### src/rtl/core/kst_pkg.sv
`timescale 1ns / 1ps
// ----------------------------------------------------------------------------
// kst_pkg: shared types and constants for the keyed slot table
// Operation and status codes, command and result words, default sizes.
// ----------------------------------------------------------------------------
package kst_pkg;

    // default build sizes
    localparam int SLOTS_DEF      = 16;
    localparam int KEY_BITS_DEF   = 64;
    localparam int TYPE_COUNT_DEF = 6;

    // fixed field widths
    localparam int KEY_W   = 64;
    localparam int TYPE_W  = 3;
    localparam int CAP_W   = 5;
    localparam int SLOT_W  = 4;
    localparam int COUNT_W = 5;

    localparam logic [CAP_W-1:0] CAP_RESET = 5'd16;

    typedef enum logic [1:0] {
        MODE_INSERT = 2'd0,
        MODE_REMOVE = 2'd1,
        MODE_FIND   = 2'd2,
        MODE_COUNT  = 2'd3
    } t_mode;

    typedef enum logic [1:0] {
        ST_DONE      = 2'd0,
        ST_PRESENT   = 2'd1,
        ST_FULL      = 2'd2,
        ST_NOT_FOUND = 2'd3
    } t_status;

    // command word
    typedef struct packed {
        t_mode             mode;
        logic [KEY_W-1:0]  key;
        logic [TYPE_W-1:0] vehicle_type;
    } t_cmd;

    // result word
    typedef struct packed {
        t_status            status;
        logic [SLOT_W-1:0]  slot;
        logic               found;
        logic [COUNT_W-1:0] occupied_count;
        logic [COUNT_W-1:0] type_count;
        logic               is_full;
    } t_res;

endpackage

### src/rtl/core/kst_store.sv
`timescale 1ns / 1ps
// ----------------------------------------------------------------------------
// kst_store: key and type memory
// One write port, one read port with registered read data. No reset.
// ----------------------------------------------------------------------------
module kst_store
    import kst_pkg::*;
#(
    parameter int SLOTS    = SLOTS_DEF,
    parameter int KEY_BITS = KEY_BITS_DEF,
    localparam int IDX_W   = (SLOTS > 1) ? $clog2(SLOTS) : 1
) (
    input  logic                    i_clk,
    input  logic                    i_wr_en,
    input  logic [IDX_W-1:0]        i_wr_addr,
    input  logic [KEY_BITS-1:0]     i_wr_key,
    input  logic [TYPE_W-1:0]       i_wr_type,
    input  logic [IDX_W-1:0]        i_rd_addr,
    output logic [KEY_BITS-1:0]     o_rd_key,
    output logic [TYPE_W-1:0]       o_rd_type
);

    logic [KEY_BITS-1:0] mem_key  [SLOTS];
    logic [TYPE_W-1:0]   mem_type [SLOTS];

    // write port
    always_ff @(posedge i_clk) begin
        if (i_wr_en) begin
            mem_key[i_wr_addr]  <= i_wr_key;
            mem_type[i_wr_addr] <= i_wr_type;
        end
    end

    // registered read port
    always_ff @(posedge i_clk) begin
        o_rd_key  <= mem_key[i_rd_addr];
        o_rd_type <= mem_type[i_rd_addr];
    end

endmodule

### src/rtl/core/kst_ctrl.sv
`timescale 1ns / 1ps
// ----------------------------------------------------------------------------
// kst_ctrl: slot walk sequencer
// Walks the slots below the capacity one per cycle through a single compare
// unit, keeps the valid bits and occupancy count, and forms the result word.
// ----------------------------------------------------------------------------
module kst_ctrl
    import kst_pkg::*;
#(
    parameter int SLOTS      = SLOTS_DEF,
    parameter int KEY_BITS   = KEY_BITS_DEF,
    parameter int TYPE_COUNT = TYPE_COUNT_DEF,
    localparam int IDX_W     = (SLOTS > 1) ? $clog2(SLOTS) : 1,
    localparam int CNT_W     = $clog2(SLOTS + 1)
) (
    input  logic                i_clk,
    input  logic                i_rst_n,
    input  logic                i_start,
    input  t_cmd                i_cmd,
    input  logic [CNT_W-1:0]    i_cap,
    output logic                o_busy,
    output logic                o_strobe,
    output t_res                o_res,
    output logic                o_wr_en,
    output logic [IDX_W-1:0]    o_wr_addr,
    output logic [KEY_BITS-1:0] o_wr_key,
    output logic [TYPE_W-1:0]   o_wr_type,
    output logic [IDX_W-1:0]    o_rd_addr,
    input  logic [KEY_BITS-1:0] i_rd_key,
    input  logic [TYPE_W-1:0]   i_rd_type
);

    typedef enum logic [1:0] {
        S_IDLE,
        S_WALK,
        S_LAST,
        S_FINISH
    } t_state;

    t_state              r_state,    n_state;
    t_mode               r_mode,     n_mode;
    logic [KEY_BITS-1:0] r_key,      n_key;
    logic [TYPE_W-1:0]   r_vtype,    n_vtype;
    logic [IDX_W-1:0]    r_idx,      n_idx;
    logic                r_cmp_vld,  n_cmp_vld;
    logic [IDX_W-1:0]    r_cmp_idx,  n_cmp_idx;
    logic                r_rd_valid, n_rd_valid;
    logic                r_hit,      n_hit;
    logic [IDX_W-1:0]    r_slot,     n_slot;
    logic                r_free_vld, n_free_vld;
    logic [IDX_W-1:0]    r_free_idx, n_free_idx;
    logic [CNT_W-1:0]    r_tcount,   n_tcount;
    logic [CNT_W-1:0]    r_count,    n_count;
    logic [SLOTS-1:0]    r_valid,    n_valid;
    logic                r_full,     n_full;
    logic                r_strobe,   n_strobe;
    t_res                r_res,      n_res;

    logic key_eq;
    logic type_ok;
    logic wr_en;

    assign key_eq  = (i_rd_key == r_key);
    assign type_ok = (r_vtype != '0) && (r_vtype <= TYPE_W'(TYPE_COUNT));

    // sequencer and compare unit
    always_comb begin
        n_state    = r_state;
        n_mode     = r_mode;
        n_key      = r_key;
        n_vtype    = r_vtype;
        n_idx      = r_idx;
        n_cmp_vld  = 1'b0;
        n_cmp_idx  = r_cmp_idx;
        n_rd_valid = r_rd_valid;
        n_hit      = r_hit;
        n_slot     = r_slot;
        n_free_vld = r_free_vld;
        n_free_idx = r_free_idx;
        n_tcount   = r_tcount;
        n_count    = r_count;
        n_valid    = r_valid;
        n_full     = r_full;
        n_strobe   = 1'b0;
        n_res      = r_res;
        wr_en      = 1'b0;

        // compare stage: one slot's registered read data
        if (r_cmp_vld) begin
            unique case (r_mode)
                MODE_INSERT: begin
                    if (r_rd_valid && key_eq) n_hit = 1'b1;
                    if (!r_rd_valid && !r_free_vld) begin
                        n_free_vld = 1'b1;
                        n_free_idx = r_cmp_idx;
                    end
                end
                MODE_REMOVE: begin
                    if (r_rd_valid && key_eq) begin
                        if (!r_hit) n_slot = r_cmp_idx;
                        n_hit              = 1'b1;
                        n_valid[r_cmp_idx] = 1'b0;
                        if (r_count != '0) n_count = r_count - 1'b1;
                    end
                end
                MODE_FIND: begin
                    if (r_rd_valid && key_eq && !r_hit) begin
                        n_slot = r_cmp_idx;
                        n_hit  = 1'b1;
                    end
                end
                MODE_COUNT: begin
                    if (r_rd_valid && type_ok && (i_rd_type == r_vtype))
                        n_tcount = r_tcount + 1'b1;
                end
                default: ;
            endcase
        end

        unique case (r_state)
            S_IDLE: begin
                if (i_start) begin
                    n_mode     = i_cmd.mode;
                    n_key      = i_cmd.key[KEY_BITS-1:0];
                    n_vtype    = i_cmd.vehicle_type;
                    n_idx      = '0;
                    n_hit      = 1'b0;
                    n_slot     = '0;
                    n_free_vld = 1'b0;
                    n_free_idx = '0;
                    n_tcount   = '0;
                    n_full     = (i_cmd.mode == MODE_INSERT) && (r_count >= i_cap);
                    if (n_full || (i_cap == '0)) n_state = S_FINISH;
                    else                         n_state = S_WALK;
                end
            end
            // issue stage: one slot address per cycle
            S_WALK: begin
                n_cmp_vld  = 1'b1;
                n_cmp_idx  = r_idx;
                n_rd_valid = r_valid[r_idx];
                if ((CNT_W'(r_idx) + 1'b1) == i_cap) n_state = S_LAST;
                else                                  n_idx   = r_idx + 1'b1;
            end
            // last compare in flight
            S_LAST: begin
                n_state = S_FINISH;
            end
            S_FINISH: begin
                n_res.status         = ST_DONE;
                n_res.slot           = '0;
                n_res.found          = 1'b0;
                n_res.type_count     = '0;
                unique case (r_mode)
                    MODE_INSERT: begin
                        if (r_full) begin
                            n_res.status = ST_FULL;
                        end else if (r_hit) begin
                            n_res.status = ST_PRESENT;
                        end else if (r_free_vld) begin
                            wr_en               = 1'b1;
                            n_valid[r_free_idx] = 1'b1;
                            n_count             = r_count + 1'b1;
                            n_res.slot          = SLOT_W'(r_free_idx);
                        end else begin
                            n_res.status = ST_FULL;
                        end
                    end
                    MODE_REMOVE, MODE_FIND: begin
                        n_res.found  = r_hit;
                        n_res.slot   = SLOT_W'(r_slot);
                        n_res.status = r_hit ? ST_DONE : ST_NOT_FOUND;
                    end
                    MODE_COUNT: begin
                        n_res.type_count = COUNT_W'(r_tcount);
                    end
                    default: ;
                endcase
                n_res.occupied_count = COUNT_W'(n_count);
                n_res.is_full        = (n_count == i_cap);
                n_strobe             = 1'b1;
                n_state              = S_IDLE;
            end
            default: n_state = S_IDLE;
        endcase
    end

    // state and registered outputs
    always_ff @(posedge i_clk) begin
        if (!i_rst_n) begin
            r_state   <= S_IDLE;
            r_cmp_vld <= 1'b0;
            r_count   <= '0;
            r_valid   <= '0;
            r_strobe  <= 1'b0;
        end else begin
            r_state   <= n_state;
            r_cmp_vld <= n_cmp_vld;
            r_count   <= n_count;
            r_valid   <= n_valid;
            r_strobe  <= n_strobe;
        end
        r_mode     <= n_mode;
        r_key      <= n_key;
        r_vtype    <= n_vtype;
        r_idx      <= n_idx;
        r_cmp_idx  <= n_cmp_idx;
        r_rd_valid <= n_rd_valid;
        r_hit      <= n_hit;
        r_slot     <= n_slot;
        r_free_vld <= n_free_vld;
        r_free_idx <= n_free_idx;
        r_tcount   <= n_tcount;
        r_full     <= n_full;
        r_res      <= n_res;
    end

    assign o_busy    = (r_state != S_IDLE);
    assign o_strobe  = r_strobe;
    assign o_res     = r_res;
    assign o_wr_en   = wr_en;
    assign o_wr_addr = r_free_idx;
    assign o_wr_key  = r_key;
    assign o_wr_type = r_vtype;
    assign o_rd_addr = r_idx;

endmodule

### src/rtl/core/keyed_slot_table.sv
`timescale 1ns / 1ps
// ----------------------------------------------------------------------------
// keyed_slot_table: keyed slot table with first-free allocation
// An accepted word walks the slots below the capacity, one slot a cycle
// through the single memory read port, then a last compare and a finish
// state lead to the registered strobe; an insert on a full table or a zero
// capacity goes straight to finish. No new word is taken while busy.
// Reset clears valid bits, count and capacity (to 16); keys need no clearing.
// The result is shown for one cycle only; the receiver cannot stall.
// ----------------------------------------------------------------------------
module keyed_slot_table
    import kst_pkg::*;
#(
    parameter int SLOTS      = SLOTS_DEF,
    parameter int KEY_BITS   = KEY_BITS_DEF,
    parameter int TYPE_COUNT = TYPE_COUNT_DEF
) (
    input  logic             i_clk,
    input  logic             i_rst_n,
    input  logic             start,
    output logic             busy,
    input  t_cmd             i_cmd,
    output logic             o_strobe,
    output t_res             o_res,
    input  logic             i_cfg_we,
    input  logic [CAP_W-1:0] i_cfg_wdata
);

    localparam int IDX_W = (SLOTS > 1) ? $clog2(SLOTS) : 1;
    localparam int CNT_W = $clog2(SLOTS + 1);
    localparam int CMP_W = (CNT_W > CAP_W) ? CNT_W : CAP_W;

    logic [CAP_W-1:0]    r_capacity;
    logic [CMP_W-1:0]    cap_ext;
    logic [CMP_W-1:0]    slots_ext;
    logic [CMP_W-1:0]    cap_sat;
    logic [CNT_W-1:0]    eff_cap;

    logic                wr_en;
    logic [IDX_W-1:0]    wr_addr;
    logic [KEY_BITS-1:0] wr_key;
    logic [TYPE_W-1:0]   wr_type;
    logic [IDX_W-1:0]    rd_addr;
    logic [KEY_BITS-1:0] rd_key;
    logic [TYPE_W-1:0]   rd_type;

    // capacity register
    always_ff @(posedge i_clk) begin
        if (!i_rst_n) begin
            r_capacity <= CAP_RESET;
        end else if (i_cfg_we) begin
            r_capacity <= i_cfg_wdata;
        end
    end

    // capacity saturates at the built slot count
    assign cap_ext   = CMP_W'(r_capacity);
    assign slots_ext = CMP_W'(SLOTS);
    assign cap_sat   = (cap_ext > slots_ext) ? slots_ext : cap_ext;
    assign eff_cap   = CNT_W'(cap_sat);

    kst_ctrl #(
        .SLOTS      (SLOTS),
        .KEY_BITS   (KEY_BITS),
        .TYPE_COUNT (TYPE_COUNT)
    ) u_ctrl (
        .i_clk     (i_clk),
        .i_rst_n   (i_rst_n),
        .i_start   (start),
        .i_cmd     (i_cmd),
        .i_cap     (eff_cap),
        .o_busy    (busy),
        .o_strobe  (o_strobe),
        .o_res     (o_res),
        .o_wr_en   (wr_en),
        .o_wr_addr (wr_addr),
        .o_wr_key  (wr_key),
        .o_wr_type (wr_type),
        .o_rd_addr (rd_addr),
        .i_rd_key  (rd_key),
        .i_rd_type (rd_type)
    );

    kst_store #(
        .SLOTS    (SLOTS),
        .KEY_BITS (KEY_BITS)
    ) u_store (
        .i_clk     (i_clk),
        .i_wr_en   (wr_en),
        .i_wr_addr (wr_addr),
        .i_wr_key  (wr_key),
        .i_wr_type (wr_type),
        .i_rd_addr (rd_addr),
        .o_rd_key  (rd_key),
        .o_rd_type (rd_type)
    );

endmodule

### config.mk
export PLATFORM = sky130hd
export DESIGN_NAME = keyed_slot_table
export DESIGN_NICKNAME = d
export VERILOG_FILES = /design/src/rtl/core/kst_pkg.sv /design/src/rtl/core/kst_store.sv /design/src/rtl/core/kst_ctrl.sv /design/src/rtl/core/keyed_slot_table.sv
export SDC_FILE = /design/constraint.sdc
export NUM_CORES = 1
export LEC_CHECK = 0
export BUFFER_PORTS_ARGS = -buffer_cell sky130_fd_sc_hd__buf_2
export CORE_AREA = 2 2 405 407
export CTS_BUF_LIST = sky130_fd_sc_hd__clkbuf_2 sky130_fd_sc_hd__clkbuf_4 sky130_fd_sc_hd__clkbuf_8
export DETAILED_ROUTE_END_ITERATION = 8
export DIE_AREA = 0 0 407 409
export GPL_TIMING_DRIVEN = 0
export PLACE_DENSITY = 0.44
export RECOVER_POWER = 25
export SETUP_SLACK_MARGIN = 0.3
export SLEW_MARGIN = 20
export SYNTH_ARGS = -nofsm -noshare
export SYNTH_HDL_FRONTEND = slang
export SYNTH_HIERARCHICAL = 1
export SYNTH_SLANG_ARGS = --single-unit
### constraint.sdc
create_clock -name i_clk -period 11.42 [get_ports i_clk]
set_input_delay 0.571 -clock i_clk [delete_from_list [all_inputs] [get_ports i_clk]]
set_output_delay 0.571 -clock i_clk [all_outputs]
set_load 0.1 [all_outputs]
After elaboration in Yosys (flattened, before gate mapping)
Memory sizes are Yosys's and may differ from the RTL's. A register that Yosys moved wholly into a read port is not among the register bits.
Index checks and enable logic that the tools add are counted.
W data, S select, Z words.
{"block": "totals", "regBits": 142, "ram_bits": 1072, "input_bits": 78, "out_inout_bits": 20, "elab_cells": 158, "mem_count": 2}
{"block": "op_classes", "add_sub_neg": 5, "magnitude_cmp": 8, "eq_ne": 13, "muxes": 77, "bitwise": 3, "reduce_logical": 26}
{"memory": "u_store.mem_key", "depth": 16, "width": 64, "rd": 1, "rd_clocked_by_memory_dff": 1, "write_ports": 1, "line_no": "kst_store.sv:23", "source": "logic [KEY_BITS-1:0] mem_key [SLOTS];"}
{"memory": "u_store.mem_type", "depth": 16, "width": 3, "rd": 1, "rd_clocked_by_memory_dff": 1, "write_ports": 1, "line_no": "kst_store.sv:24", "source": "logic [TYPE_W-1:0] mem_type [SLOTS];"}
{"operator": "$mux W16", "n": 8}
{"operator": "$mux W5", "n": 16}
{"operator": "$eq A64 B64 Y1", "n": 1}
{"operator": "$mux W4", "n": 16}
{"operator": "$mux W1", "n": 22}
{"operator": "$and A16 B16 Y16", "n": 1}
{"operator": "$not A16 Y16", "n": 1}
{"operator": "$or A16 B16 Y16", "n": 1}
{"operator": "$pmux W4 S2", "n": 2}
{"operator": "$lt A4 B5 Y1 const B", "n": 3}
{"operator": "$mux W2", "n": 7}
{"operator": "$pmux W6 S2", "n": 1}
{"operator": "$add A5 B1 Y5 const B", "n": 2}
{"operator": "$eq A5 B5 Y1", "n": 2}
{"operator": "$logic_and A1 B1 Y1", "n": 9}
{"operator": "$demux W1 S4", "n": 2}
{"operator": "$eq A2 B2 Y1 const B", "n": 4}
{"operator": "$ge A4 B1 Y1 const B", "n": 2}
{"operator": "$pmux W2 S4", "n": 1}
{"operator": "$logic_not A2 Y1", "n": 3}
{"operator": "$add A4 B1 Y5 const B", "n": 1}
{"operator": "$ge A5 B5 Y1", "n": 1}
{"operator": "$gt A5 B5 Y1 const B", "n": 1}
{"operator": "$logic_not A5 Y1", "n": 1}
{"operator": "other kinds (17)", "n": 24}

Depth between registers and ports, before layout
{"block": "logic_depth", "word_depth": 15, "ltp_mapped": 10, "ltp_nobuf": 10}

By module
The synthesis kept the hierarchy.
{"module": "kst_store", "instances": 1, "cells_each": 1724, "area_each_um2": 41404.7, "seq_area_each_um2": 33532.2}
{"module": "kst_ctrl", "instances": 1, "cells_each": 579, "area_each_um2": 6651.4, "seq_area_each_um2": 3713.6}
{"module": "keyed_slot_table", "instances": 1, "cells_each": 21, "area_each_um2": 219.0, "seq_area_each_um2": 100.1}

Worst setup path before layout
No wires, ideal clock.
{"block": "synth_timing", "path_kind": "register -> register", "start": "reg u_ctrl.r_mode[0]", "end": "mem u_store/mem_key[0][0] (netlist name), enable pin", "arrival_time_ns": 6.831, "slack_ns": 4.014, "stages_incl_launch_ff": 9, "n_path_buf": 0, "period_less_slack_ns": 7.406, "cell_sequence": "edfxtp_1 inv_1 ha_1 nor2b_1 nor3b_1 nand2_1 clkinv_1 or3b_2 nor3_1"}
{"block": "synth_via", "elab_chain_len": 5}
{"item": "from (decl)", "line_no": "kst_ctrl.sv:41", "source": "t_mode r_mode, n_mode;"}
{"item": "from (signal assigned)", "line_no": "kst_ctrl.sv:203", "source": "r_mode <= n_mode;"}
{"item": "$logic_not A2 Y1", "line_no": "kst_ctrl.sv:154", "source": "unique case (r_mode)"}
{"item": "$mux W1", "line_no": "kst_ctrl.sv:154"}
{"item": "$mux W1", "line_no": "kst_ctrl.sv:120", "source": "unique case (r_state)"}
{"item": "via wr_en", "line_no": "keyed_slot_table.sv:39", "source": "logic wr_en;"}
{"item": "$mux W1", "line_no": "kst_store.sv:28", "source": "if (i_wr_en) begin"}
{"item": "$mux W1 (implied by the code)", "line_no": "kst_store.sv:29", "source": "mem_key[i_wr_addr] <= i_wr_key;"}
{"item": "to (decl)", "line_no": "kst_store.sv:23"}
The timed path passes the listed nets, and every way through them passes these cells.

Final worst setup path
{"block": "layout_timing", "start": "reg u_ctrl.r_key[58] (netlist: u_ctrl/o_wr_key[58])", "end": "reg u_ctrl.r_res (netlist bit u_ctrl/o_res[0]), data pin"}
{"block": "layout_via", "elab_chain_len": 11}
{"item": "from (decl)", "line_no": "kst_ctrl.sv:42", "source": "logic [KEY_BITS-1:0] r_key, n_key;"}
{"item": "from (signal assigned)", "line_no": "kst_ctrl.sv:204", "source": "r_key <= n_key;"}
{"item": "$eq A64 B64 Y1 *", "line_no": "kst_ctrl.sv:63", "source": "assign key_eq = (i_rd_key == r_key);"}
{"item": "$logic_and A1 B1 Y1 *", "line_no": "kst_ctrl.sv:99", "source": "if (r_rd_valid && key_eq) begin"}
{"item": "$mux W5 *", "line_no": "kst_ctrl.sv:99"}
{"item": "$mux W5 *", "line_no": "kst_ctrl.sv:90", "source": "unique case (r_mode)"}
{"item": "$mux W5 *", "line_no": "kst_ctrl.sv:89", "source": "if (r_cmp_vld) begin"}
{"item": "$mux W5", "line_no": "kst_ctrl.sv:160", "source": "end else if (r_free_vld) begin"}
{"item": "$mux W5", "line_no": "kst_ctrl.sv:158", "source": "end else if (r_hit) begin"}
{"item": "$mux W5", "line_no": "kst_ctrl.sv:156", "source": "if (r_full) begin"}
{"item": "$mux W5 *", "line_no": "kst_ctrl.sv:154"}
{"item": "$mux W5 *", "line_no": "kst_ctrl.sv:120"}
{"item": "$eq A5 B5 Y1 *", "line_no": "kst_ctrl.sv:180", "source": "n_res.is_full = (n_count == i_cap);"}
{"item": "to (signal assigned)", "line_no": "kst_ctrl.sv:215", "source": "r_res <= n_res;"}
{"item": "to (decl)", "line_no": "kst_ctrl.sv:57", "source": "t_res r_res, n_res;"}
Mark *: on every way between the ends. The rest lies on a longest branch, timed or not. The select of a mux whose other input is x is not followed.
A chain may end at the register's enable or synchronous reset.

==> reports/results.ini <==
[synthesis]
syn_nets = 2422
syn_inst = 2324
ys_ff_latch = 1281
synthArstFlopShare_pct = 0
yosys_warnings = 6
ys_types = 60
synth_edf_count = 1169
dominantRegCellSynth = edfxtp_1
synth.avg_cell_area_um2 = 20.77
yosysSeqAreaShare_pct = 77.36
syn-cell-area_um2 = 48280

[worst_setup_path]
crit_slowest_cell = xnor2_1
crit_family = simple AND/OR/NAND/NOR gates
crit_chain = xnor2_1, nand4_1, nor4_2, nand4_1, o311ai_2, or3b_1, or4_1, a211oi_2
arrival_ns = 5.79
path_max_fanout = 17
worstSetupPathType = flip-flop to flip-flop
cp_slowest_stage_delay_ns = 1.00
critPathLaunchType = flip-flop
path_buf_inv = 0
crit_path_frequent_cell = nand4_1
crit_path_end_kind = flip-flop
required_ns = 12.15

[place]
placedInstanceArea_um2 = 53190
portBuffers = 96
dp_cells = 4697
place_congestion = 0.8036
hpwl_um = 87400
place_ws_ns = 6.401

[sta]
skew_ns = 0.05146
worst_pin_slew_ns = 1.146
max_freq_ghz = 0.1974
slew_viol_final = 0
rsz0062_at_grt = no
tns_ns = 0
setup_viol = 0
setup_slack_ns = 6.353
layout_min_cycle_time_ns = 5.067
max-slew-margin-rel_pct = 23.03
post-route-period-util_pct = 44.37
hold_viol = 0

[cells_and_area]
fin_util_pct = 36.00
stdcell_count = 5168
final_common_cell = edfxtp_1
final_cell_mix = edfxtp_1 (1169), mux4_2 (273), clkbuf_8 (235)
area_delta_synth_final_pct = 20.84
layout-drive-gt1-share_pct = 28.95
nNetsFinal = 2909
finalInstanceArea_um2 = 58340

[global_routing]
grt_pass1_vias = 26281
grtUsageMet3_pct = 3.157
top_usage_layer = met2
antenna_found_initial = 5
grt-ovfl-total = 0
grt_pass1_wl_um = 188600
grt_usage_pct = 15.84
gr-usage-met2_pct = 25.49
grt_util_met1_pct = 21.90
grt_max_degree = 34

[clock_network]
cts_tree = yes
clock_sinks = 1281
cts_buffers = 208
clock_latency_ns = 0.92
cts_hold_buf = 79
clock_path_buffers = 3
root_buffer = clkbuf_8
cts_setup_buffers = 0
cts_resized = 0
cts.clk_slew.worst_paths_ns = 0.06
htreeDepth = 4

[outcome]
status = completed

[power]
p_leak_nw = 18.66
powerDensity_nw_per_um2 = 227.2
peakVddDrop_v = 0.0001310
p_sw_w = 0.004125
p_sw_share_pct = 31.12
pwr-share-clk_pct = 30.9
p_int_w = 0.009131
p_comb_share_pct = 23.9
seqPwrFrac_pct = 45.2

[route]
drt_first_pass_iters = 5
ant_nets = 0
vias_per_cell = 4.823
wl_per_cell_um = 25.56
drt-total-wl_um = 132100
vias = 24926
drt_iter0_markers = 2180
drcViolationCount = 0

[floorplan]
dieArea_um2 = 166500
core_um2 = 162000
fp.dieH_um = 409
start_util_pct = 29.79
rows = 148
die_w_um = 407
num_io_pins = 98

[hold_path]
hold_class = primary input to flip-flop

[job]
maxCapViolations = 0

-- layout make-up --
class / instances / area (µm²)
repair buffers: 277 / 2838
clock inverters: 68 / 499.2
inverters: 24 / 90.09
well taps: 2175 / 2721
diodes: 5 / 12.51
plain buffers: 105 / 519.2
fillers: 15071 / 103700
multi-input cells: 914 / 10450
flip-flops and latches: 1281 / 37350
clock buffers: 319 / 3865
-- worst min-delay path, stage by stage --
cell	delay, ns
buf_2	0.10
o21ai_0	0.17
nand2_1	0.11
a21oi_1	0.06
-- metal layers --
layer | vias up | wire (µm)
li1 | 10617 | -
met1 | 13292 | 59270
met2 | 784 | 62940
met3 | 231 | 7134
met4 | 2 | 2723
met5 | - | 7
-- metrics by stage --
step	hold WS (ns)	power [W]
2_1_floorplan	0.4504	0.007986
3_3_place_gp	0.4604	0.009251
3_5_place_dp	0.4668	0.009299
5_1_grt	0.09542	0.01387
6_report	0.1531	0.01326
4_1_cts	0.04531	0.01348
-- logic make-up after synthesis --
logic type	Yosys count	share of synthesized area, %
compound gates	227	3.318
buf+inv	129	1.254
fa+ha+maj	20	0.5184
simple gates	308	3.193
mux	285	12.99
xor+xnor	74	1.371
flops	1281	77.36
-- power by group through the flow --
| stage | combinational (W) | sequential [W] | clock, W |
|---|---|---|---|
| 3_3_place_gp | 0.00318 | 0.00607 | 0 |
| 6_report | 0.00317 | 0.00599 | 0.00410 |
| 2_1_floorplan | 0.00201 | 0.00598 | 0 |
| 4_1_cts | 0.00325 | 0.00599 | 0.00424 |
| 3_5_place_dp | 0.00321 | 0.00609 | 0 |
| 5_1_grt | 0.00340 | 0.00604 | 0.00443 |
-- synthesized netlist by cell type, types with 2 or more instances --
| library cell | instances | share of area, % |
|---|---|---|
| nor2_1 | 56 | 0.44 |
| nand3_1 | 20 | 0.21 |
| a211oi_1 | 6 | 0.093 |
| nand4_1 | 33 | 0.43 |
| nor2b_1 | 16 | 0.21 |
| buf_2 | 12 | 0.12 |
| xnor2_1 | 65 | 1.2 |
| o32ai_1 | 2 | 0.036 |
| nand2b_1 | 20 | 0.26 |
| nor4_1 | 8 | 0.10 |
| mux4_2 | 273 | 13 |
| ha_1 | 20 | 0.52 |
| and2_1 | 15 | 0.19 |
| buf_6 | 3 | 0.070 |
| a21oi_1 | 31 | 0.32 |
| o21ai_0 | 23 | 0.24 |
| a21o_1 | 2 | 0.031 |
| buf_4 | 22 | 0.34 |
| dfxtp_1 | 112 | 4.6 |
| mux2i_1 | 12 | 0.25 |
| inv_1 | 23 | 0.18 |
| o2111a_1 | 2 | 0.047 |
| xor2_1 | 8 | 0.15 |
| and4_1 | 4 | 0.073 |
| edfxtp_1 | 1169 | 73 |
| nor3_1 | 11 | 0.11 |
| nand2_1 | 100 | 0.78 |
| and3_1 | 5 | 0.065 |
| nand3b_1 | 7 | 0.11 |
| a211o_1 | 2 | 0.036 |
| buf_1 | 20 | 0.16 |
| or4_1 | 4 | 0.062 |
| nor3b_1 | 2 | 0.031 |
| a31oi_1 | 2 | 0.026 |
| clkbuf_1 | 47 | 0.37 |
| a22oi_1 | 143 | 2.2 |
-- state kept, by name, summed over array words and instances, names as in the netlist, 4 cells and up --
register	flops
u_store/mem_key	1024
u_ctrl/o_wr_key	64
u_store/o_rd_key	64
u_store/mem_type	48
u_ctrl/o_res	18
u_ctrl/r_valid	16
cap_ext	5
u_ctrl/r_count	5
u_ctrl/r_tcount	5
u_ctrl/o_rd_addr	4
u_ctrl/o_wr_addr	4
u_ctrl/r_cmp_idx	4
u_ctrl/r_slot	4
-- path summary, 6_finish.rpt --
check / start / to / slack [ns] / cells after the start
max: u_ctrl/o_wr_key[58]$_DFFE_PP_ / u_ctrl/o_res[0]$_DFFE_PP_ / 6.35 / 8
min: start / u_ctrl/r_state[1]$_SDFFE_PN0P_ / 0.15 / 4
max reg2reg: u_ctrl/o_wr_key[58]$_DFFE_PP_ / u_ctrl/o_res[0]$_DFFE_PP_ / 6.35 / 8
min reg2reg: u_ctrl/r_valid[10]$_SDFF_PN0_ / u_ctrl/r_valid[10]$_SDFF_PN0_ / 0.48 / 2
Power figures use the tool's default switching activity.
